===== src/hdl/ovft_pkg.sv =====
// ----------------------------------------------------------------------------
// ovft_pkg
// Shared types, constants and the arctangent step table for the orbit
// vector-field track unit.
// ----------------------------------------------------------------------------
package ovft_pkg;

	// datapath widths
	localparam int CW            = 56;   // CORDIC x/y width
	localparam int ZW            = 34;   // binary angle width (2^32 per turn)
	localparam int DW            = 35;   // distance width, Q.8 metres
	localparam int QDEPTH        = 4;    // front-to-back sample queue
	localparam int ODEPTH        = 2;    // result queue
	localparam int STEPS_DEFAULT = 16;
	localparam int STEPS_MAX     = 32;
	localparam int NORM_MSB      = 40;   // normalize until a magnitude reaches 2^40
	localparam int NGRP          = NORM_MSB / 8;

	localparam logic [19:0]          INVK_Q20     = 20'd636751;
	localparam logic signed [ZW-1:0] QUARTER_TURN = 34'sd1073741824;
	localparam logic signed [ZW-1:0] HALF_TURN    = 34'sd2147483648;

	// configuration register indexes
	typedef enum logic [2:0] {
		REG_CENTER_X = 3'd0,
		REG_CENTER_Y = 3'd1,
		REG_RADIUS   = 3'd2,
		REG_TURN     = 3'd3,
		REG_GAIN     = 3'd4
	} reg_idx_t;

	typedef struct packed {
		logic signed [31:0] center_x;
		logic signed [31:0] center_y;
		logic [30:0]        radius;
		logic               turn_sense;
		logic [15:0]        gain;
	} orbit_cfg_t;

	// classified sample handed from front to back
	typedef struct packed {
		logic signed [32:0] dx;
		logic signed [32:0] dy;
		logic               on_axis;
	} sample_t;

	// atan(2^-i) in binary angle units
	function automatic logic [31:0] atan_step(input int unsigned i);
		case (i)
			0:  return 32'h20000000;
			1:  return 32'h12E4051E;
			2:  return 32'h09FB385B;
			3:  return 32'h051111D4;
			4:  return 32'h028B0D43;
			5:  return 32'h0145D7E1;
			6:  return 32'h00A2F61E;
			7:  return 32'h00517C55;
			8:  return 32'h0028BE53;
			9:  return 32'h00145F2F;
			10: return 32'h000A2F98;
			11: return 32'h000517CC;
			12: return 32'h00028BE6;
			13: return 32'h000145F3;
			14: return 32'h0000A2FA;
			15: return 32'h0000517D;
			16: return 32'h000028BE;
			17: return 32'h0000145F;
			18: return 32'h00000A30;
			19: return 32'h00000518;
			20: return 32'h0000028C;
			21: return 32'h00000146;
			22: return 32'h000000A3;
			23: return 32'h00000051;
			24: return 32'h00000029;
			25: return 32'h00000014;
			26: return 32'h0000000A;
			27: return 32'h00000005;
			28: return 32'h00000003;
			29: return 32'h00000001;
			30: return 32'h00000001;
			default: return 32'h00000000;
		endcase
	endfunction

endpackage


===== src/hdl/ovft_front.sv =====
// ----------------------------------------------------------------------------
// ovft_front
// Takes position samples, forms the offset from the orbit centre, flags
// samples on the x axis and holds them in a short queue for the back end.
// ----------------------------------------------------------------------------
module ovft_front (
	input  logic                clk,
	input  logic                arst_n,
	input  logic                push,
	output logic                full,
	input  logic signed [31:0]  pos_x,
	input  logic signed [31:0]  pos_y,
	input  ovft_pkg::orbit_cfg_t cfg,
	output logic                q_valid,
	output ovft_pkg::sample_t   q_data,
	input  logic                q_pop
);
	import ovft_pkg::*;

	localparam int AW = $clog2(QDEPTH);

	sample_t        mem_q [QDEPTH];
	logic [AW-1:0]  wr_q, rd_q;
	logic [AW:0]    cnt_q;
	sample_t        in_item;
	logic           wr_en, rd_en;

	// offset from centre and axis flag
	always_comb begin
		in_item.dx      = $signed({pos_x[31], pos_x}) - $signed({cfg.center_x[31], cfg.center_x});
		in_item.dy      = $signed({pos_y[31], pos_y}) - $signed({cfg.center_y[31], cfg.center_y});
		in_item.on_axis = (in_item.dy == '0);
	end

	assign full    = (cnt_q == QDEPTH[AW:0]);
	assign q_valid = (cnt_q != '0);
	assign wr_en   = push && !full;
	assign rd_en   = q_pop && q_valid;
	assign q_data  = mem_q[rd_q];

	// store on transfer
	always_ff @(posedge clk) begin
		if (wr_en) begin
			mem_q[wr_q] <= in_item;
		end
	end

	// advance pointers and fill count
	always_ff @(posedge clk or negedge arst_n) begin
		if (!arst_n) begin
			wr_q  <= '0;
			rd_q  <= '0;
			cnt_q <= '0;
		end else begin
			if (wr_en) wr_q <= wr_q + 1'b1;
			if (rd_en) rd_q <= rd_q + 1'b1;
			case ({wr_en, rd_en})
				2'b10:   cnt_q <= cnt_q + 1'b1;
				2'b01:   cnt_q <= cnt_q - 1'b1;
				default: cnt_q <= cnt_q;
			endcase
		end
	end

endmodule


===== config.mk =====
export PLATFORM = sky130hd
export DESIGN_NAME = ovft_front
export DESIGN_NICKNAME = d
export VERILOG_FILES = /design/src/hdl/ovft_pkg.sv /design/src/hdl/ovft_front.sv
export SDC_FILE = /design/constraint.sdc
export NUM_CORES = 1
export LEC_CHECK = 0
export BUFFER_PORTS_ARGS = -buffer_cell sky130_fd_sc_hd__buf_2
export CAP_MARGIN = 20
export CORE_MARGIN = 10
export CORE_UTILIZATION = 52
export CTS_BUF_LIST = sky130_fd_sc_hd__clkbuf_2
export DETAILED_ROUTE_END_ITERATION = 8
export PLACE_DENSITY = 0.86
export SETUP_SLACK_MARGIN = 0.3
export SYNTH_ARGS = -nofsm -noshare
export SYNTH_HDL_FRONTEND = slang
export SYNTH_SLANG_ARGS = --single-unit

===== constraint.sdc =====
create_clock -name clk -period 2.8 [get_ports clk]
set_input_delay 0.28 -clock clk [delete_from_list [all_inputs] [get_ports clk]]
set_output_delay 0.28 -clock clk [all_outputs]
set_load 0.005 [all_outputs]

Yosys cells after proc, flatten, opt, wreduce, memory -nomap -nowiden
Memories as Yosys holds them, arrays and structs flattened.
Index checks and enable logic that the tools add are counted.
Cells by class
  add/sub/neg operators: 6
  equality and inequality tests: 3
  mux-type cells: 3
  reduce and logical (&&, ||, !) cells: 6
Operators by type and width (count)
  $sub 32x32->33: 2
  $logic_not 33->1: 1
  $pmux 3 s2: 1
  $add 2x1->2 const B: 2
  $add 3x1->3 const B: 1
  $eq 3x3->1 const B: 1
  $reduce_bool 3->1: 1
  $sub 3x1->3 const B: 1
  $eq 2x1->1 const B: 1
  $eq 2x2->1 const B: 1
  $logic_and 1x1->1: 2
  $mux 1: 2
  $reduce_bool 2->1: 1
  $logic_not 1->1: 1
Word-level totals
  bits in registers: 7
  RAM bits: 268
  input port bits: 180
  output and inout bits: 69
  word-level logic and storage cells: 22
  memories kept: 1
Memory list
  mem_q: words 4, bits a word 67, rd ports 1, clocked after memory_dff 0, write ports 1, line ovft_front.sv:22  | sample_t mem_q [QDEPTH];

Longest topological paths before layout
Gate-level depths: netlist of the first run.
  depth in word-level cells: 5
  gate-level depth with buffers: 13
  mapped depth without buffers: 13

Least setup slack after synthesis of the first run
No wires, ideal clock.
  kind: input to register
  start point: input port pos_y[0]
  end point: memory mem_q[0][0] in the netlist's numbering (data pin)
  setup time: 205 ps
  arrival: 2954 ps
  data required time: 2595 ps
  slack: -359 ps
  stages: 13
  path buffers: 0
  path through: inv_1 > ha_1 > fa_1 > nor2b_1 > o31a_1 > a21oi_1 > or4_1 > nor4_1 > nor4b_1 > o2111ai_1 > nor4b_1 > nand4_1 > nor4b_2
RTL lines
  start: declaration: line ovft_front.sv:12  | input logic signed [31:0] pos_y,
  end: declaration: line ovft_front.sv:22

==> flow_summary.json, run 1 <==
{
  "root_buffer": "clkbuf_2",
  "dp_hpwl_mm": 23.0,
  "crit_family": "compound AO/OA/AOI/OAI gates",
  "setup_viol": 4,
  "htreeDepth": 3,
  "finalPower_mw": 15.7,
  "grt_overflow_total": 0,
  "synth_top_cells_by_area": "edfxtp_1 59%, mux4_2 11%, ha_1 6.3%",
  "synth_xor_area_share_pct": 3.58,
  "yosys.area_share.simple_pct": 5.61,
  "powerDensity_mw_per_mm2": 849,
  "max_cap_viol_count": 0,
  "r2r-start": "cnt_q[0]",
  "cp_max_fo": 4,
  "cts_tree": "done",
  "yosysWarningCount": 0,
  "critPathBufInv": 2,
  "syn_area_per_cell_um2": 14.8,
  "dr.pass1.iters": 5,
  "nets": 1634,
  "required_ps": 3350,
  "clock_latency_ps": 800,
  "synth-edff-count": 268,
  "grt_pass1_vias": 10286,
  "rows": 59,
  "die_w_um": 182,
  "fin_crit_sh_pct": 103,
  "ys_seq_area_share_pct": 60.1,
  "clk_pin_slew_ps": 90,
  "slowest_stage": "or4_4",
  "placed_area_mm2": 0.0165,
  "ys_async_sr_fraction_pct": 2.55,
  "dieArea_mm2": 0.0332,
  "placed_cells": 1585,
  "timing.final.hold_violations": 0,
  "portBuffers": 200,
  "initial_core_util_pct": 52.7,
  "synth_top_area_share_pct": 58.8,
  "min-delay-start": "pos_x[30]",
  "grt_max_degree": 40,
  "fin_area_mm2": 0.0185,
  "end_kind": "flop",
  "place_worst_setup_slack_ps": -1020,
  "syn_nets": 1175,
  "drtIter0Drc": 567,
  "num_vias": 9674,
  "cts_sinks": 275,
  "vdd_drop_max_mv": 0.844,
  "max_stage_delay_ps": 580,
  "period_minus_slack_ps": 2890,
  "rsz0062_at_grt": "true",
  "violations": "setup timing",
  "finalWirelength_mm": 35.4,
  "finalClockSkew_ps": 82.4,
  "fin_cells": 1765,
  "syn_to_final_growth_pct": 35.4,
  "grt_pass1_wl_mm": 54.4,
  "path_class": "input pin to flop",
  "ios": 249,
  "leakagePower_nw": 7.65,
  "cts_inserted_buffers": 71,
  "max-slew-margin-rel_pct": 59.1,
  "synth_compound_area_share_pct": 9.67,
  "start_kind": "input pin",
  "grtUsageTotal_pct": 20.6,
  "yosysTopAreaCell": "edfxtp_1",
  "antenna_found_initial": 1,
  "detail_route.wl_per_cell_um": 20.0,
  "worst_pin_slew_ps": 613,
  "synth_top_family_by_area": "multiplexers",
  "drcViolationCount": 0,
  "synthAdderAreaFrac_pct": 6.75,
  "synth_mux_area_share_pct": 11.3,
  "ys_types": 67,
  "arrival_ps": 3440,
  "synth-seq-cells": 275,
  "crit_start": "pos_y[1]",
  "synth_area_mm2": 0.0137,
  "synthFlopType": "edfxtp_1",
  "place_congestion": 0.947,
  "core-area_mm2": 0.0260,
  "setup_tns_ps": -316,
  "crit_chain": "buf_2, buf_4, ha_1, nor2b_1, o31a_1, o31a_2, o211ai_2, a2111oi_4, o21bai_1, nand4b_1, o311ai_1, or4_4, nor4b_4",
  "drt-vias-per-instance": 5.48,
  "die_y_um": 182,
  "setup_slack_ps": -90.8,
  "synth_cells": 923,
  "maxSlewViolCount": 0,
  "status": "finished with violations",
  "fmax_mhz": 346,
  "min_path_type": "input pin to flop",
  "ant_nets": 0,
  "drive_gt1_share_pct": 45.6,
  "clock_path_buffers": 3
}
## registers in the layout (all words and copies together), names as in the netlist
| name | cells |
|---|---|
| rd_q | 2 |
| mem_q | 268 |
| wr_q | 2 |
| cnt_q | 3 |
## cell usage after synthesis (all sizes together) (3+ instances only)
library cell / instances
and3: 7
nor3: 10
mux4: 67
nor4b: 3
nand4: 4
or2: 4
dfrtp: 7
nand2b: 9
o21bai: 9
o211ai: 3
nand3: 15
or3: 4
a211o: 3
ha: 69
xnor2: 38
buf: 8
fa: 3
inv: 90
nand2: 31
and2: 7
clkbuf: 14
edfxtp: 268
o31a: 7
a21o: 24
a211oi: 5
o21ai: 38
nor2b: 10
a21oi: 55
nor2: 38
xor2: 18
a31oi: 6
a2111oi: 6
o21a: 10
## final timing paths
| check | end | slack, ps | cells past startpoint |
|---|---|---|---|
| max | mem_q[1][0] | -90 | 13 |
| min | mem_q[1][64] | 100 | 3 |
| max reg2reg | cnt_q[2] | 450 | 10 |
| min reg2reg | cnt_q[2] | 500 | 1 |
| max in group asynchronous | rd_q[0] | 1950 | 3 |
| min in group asynchronous | cnt_q[1] | 480 | 3 |
## per-layer routing
layer / vias up / routed length (µm) / track usage [%]
met4: 0 / 710 / 6.64
li1: 4540 / - / -
met2: 336 / 17700 / 34.0
met3: 53 / 2340 / 5.76
met1: 4745 / 14600 / 25.7
met5: - / 0 / 0
## worst reg2reg max path, delay by kind of cell, from the launching register on
family	cells	cell delay, ps
xor+xnor	2	320
fa+ha+maj	2	420
buf+inv	3	280
flops	1	400
simple gates	3	750
## stage by stage
step                      utilization [%]  hold WS, ps
after global routing                 71.3         31.0
after CTS                            69.1         17.9
final                                71.3         98.3
after detailed placement             63.5          135
after floorplan                         -        -15.6
after global placement               63.5          124
## power breakdown
| part | total [mW] | switching, mW | internal, mW |
|---|---|---|---|
| Clock | 2.60 | 1.54 | 1.06 |
| Sequential | 5.91 | 0.226 | 5.68 |
| Combinational | 7.24 | 3.25 | 3.99 |
| Total | 15.7 | 5.01 | 10.7 |
## cell usage in the layout, fill, tap and decap left out, drive strengths merged, types with 4 or more instances in the layout
cell,count
nor2b,10
xor2,18
dfrtp,7
a21oi,55
clkbuf,102
nand3,15
edfxtp,268
inv,91
and3,7
nand2b,9
o21bai,9
a21o,24
nor2,38
ha,69
o21ai,38
a31oi,6
or3,4
nand4,4
and2,7
dlygate4sd3,8
clkinv,16
o31a,7
nand2,31
o21a,10
a2111oi,6
or2,4
xnor2,38
buf,400
mux4,67
nor3,10
a211oi,5
## layout make-up
| cell class | count | area, µm² |
|---|---|---|
| sequential | 275 | 8230 |
| clock buffer | 102 | 510 |
| multi-input combinational | 536 | 5440 |
| tap | 335 | 419 |
| fill | 1684 | 7450 |
| antenna | 1 | 2.50 |
| timing repair buffer | 408 | 3460 |
| inverter | 90 | 375 |
| clock inverter | 18 | 98.8 |
## repair_timing
| item | CTS | global route |
|---|---|---|
| pin swaps | 9 | 16 |
| cloned | 10 | 0 |
| resized for setup | 32 | 96 |
| setup endpoints to repair | 71 | 87 |
| buffers inserted | 34 | 7 |
| hold buffers | 7 | 1 |
| endpoints found under the hold margin | 25 | 4 |
## logic make-up after synthesis
logic type / Yosys count
mux: 70
buf+inv: 112
simple gates: 150
xor+xnor: 56
fa+ha+maj: 72
flops: 275
compound gates: 188
No activity file was read; power rests on OpenSTA's default activity.
==> run 2, diff against run 1 <==
CORE_MARGIN = default   (was 10)
==> run 2 against run 1 <==
The flow now finishes without violations. Fmax rose by 5.6%. Clock-buffer cell count rose by 1. Sequential cell count unchanged. Critical path depth is 4 higher. Die area decreased by 19%. Non-clock buffer count is 18 lower. Combinational power fell by 20%. Critical path type unchanged. Largest cell class unchanged.
==> flow_summary.json, run 2 (same netlist as run 1, synthesis figures left out) <==
{
  "cts_inserted_buffers": 68,
  "slowest_stage": "or4_4",
  "min-delay-start": "cfg[49]",
  "root_buffer": "clkbuf_2",
  "grt_pass1_wl_mm": 47.8,
  "die_y_um": 164,
  "timing.final.hold_violations": 0,
  "finalClockSkew_ps": 118,
  "dp_hpwl_mm": 21.7,
  "portBuffers": 200,
  "cts_sinks": 275,
  "final_cell_mix": "268 x edfxtp_1, 195 x buf_2, 160 x buf_4",
  "end_kind": "flop",
  "antenna_found_initial": 5,
  "num_vias": 9565,
  "min_path_type": "input pin to flop",
  "post-route-util_pct": 68.8,
  "max_stage_delay_ps": 450,
  "path_common_cell": "buf_6",
  "mostFrequentLayoutCell": "edfxtp_1",
  "cp_max_fo": 4,
  "rsz0062_at_grt": "true",
  "drcViolationCount": 0,
  "ant_nets": 0,
  "syn_to_final_growth_pct": 30.1,
  "drive_gt1_share_pct": 45.4,
  "path_class": "input pin to flop",
  "clk_pin_slew_ps": 90,
  "fmax_mhz": 365,
  "die_w_um": 164,
  "cts_tree": "done",
  "rows": 59,
  "crit_start": "pos_y[0]",
  "r2r-start": "cnt_q[0]",
  "clock_latency_ps": 830,
  "htreeDepth": 3,
  "place_congestion": 0.942,
  "dr.pass1.iters": 5,
  "regMostFlops": "mem_q",
  "crit_chain": "buf_8, inv_12, ha_4, fa_2, nor2b_2, o31a_1, buf_4, buf_6, o221a_4, buf_6, o211ai_4, nand2b_1, a21oi_2, o21bai_1, xor2_2, or4_4, nor4b_4",
  "finalWirelength_mm": 31.6,
  "grt_pass1_vias": 9633,
  "max_cap_viol_count": 0,
  "critPathBufInv": 5,
  "period_minus_slack_ps": 2740,
  "largest_reg_flops": 268,
  "ios": 249,
  "drtIter0Drc": 624,
  "detail_route.wl_per_cell_um": 18.1,
  "maxSlewViolCount": 0,
  "start_kind": "input pin",
  "nets": 1613,
  "largest_registers": "mem_q (268), cnt_q (3)",
  "required_ps": 3390,
  "leakagePower_nw": 7.33,
  "setup_tns_ps": 0,
  "grt_overflow_total": 0,
  "place_worst_setup_slack_ps": -1000,
  "initial_core_util_pct": 52.8,
  "fin_crit_sh_pct": 97.8,
  "powerDensity_mw_per_mm2": 793,
  "clock_path_buffers": 3,
  "setup_slack_ps": 62.1,
  "vdd_drop_max_mv": 0.865,
  "arrival_ps": 3330,
  "status": "finished clean",
  "worst_pin_slew_ps": 616,
  "crit_family": "compound AO/OA/AOI/OAI gates",
  "dieArea_mm2": 0.0270,
  "drt-vias-per-instance": 5.48,
  "core-area_mm2": 0.0259,
  "grtUsageTotal_pct": 23.5,
  "setup_viol": 0,
  "max-slew-margin-rel_pct": 58.8,
  "grt_max_degree": 68
}
-- run 2: worst paths after layout --
check | end | slack, ps | depth (start not counted)
min reg2reg | cnt_q[2] | 490 | 1
max in group asynchronous | rd_q[0] | 2120 | 3
min | mem_q[0][2] | 100 | 4
max reg2reg | mem_q[2][49] | 490 | 5
min in group asynchronous | cnt_q[1] | 390 | 3
max | mem_q[3][0] | 60 | 17
-- run 2: tightest hold or removal path: stages --
cell	delay, ps
buf_2	100
fa_2	200
inv_1	50
buf_4	140
-- run 2: cell type report --
cell class,instances,area [µm²]
Sequential cell,275,8230
Fill cell,1772,8100
Multi-Input combinational cell,536,5480
Timing Repair Buffer,390,2740
Clock buffer,103,515
Tap cell,335,419
Inverter,90,375
Clock inverter,11,46.3
Antenna cell,5,12.5
-- run 2: per-stage QoR --
stage / instances / power [mW] / cell area, µm² / hold WS, ps
floorplan: 923 / 8.91 / 14000 / -15.6
global placement: 1590 / 11.0 / 16600 / 121
detailed placement: 1590 / 11.2 / 16600 / 124
CTS: 1732 / 14.1 / 17600 / 11.8
global route: 1745 / 14.9 / 17800 / 26.1
finish: 1745 / 14.1 / 17800 / 102
-- run 2: where the power goes --
group	switching [mW]	total [mW]	leakage [nW]	internal, mW
Clock	1.47	2.43	0.456	0.964
Sequential	0.251	5.93	2.54	5.68
Combinational	2.80	5.77	4.34	2.97
-- run 2: layer usage --
metal | global-route usage (%) | up-vias | wire length [µm]
met5 | 0 | - | 13
met4 | 11.4 | 2 | 1090
met3 | 4.42 | 87 | 1940
met2 | 39.3 | 357 | 15900
met1 | 29.5 | 4615 | 12700
li1 | - | 4504 | -
-- run 2: what timing repair did --
action | CTS | global route
setup endpoints to repair | 76 | 97
buffers inserted | 16 | 7
hold endpoints to repair | 37 | 0
pin swaps | 10 | 13
gates cloned | 3 | 1
gates resized for setup | 21 | 33
hold buffers | 9 | 0
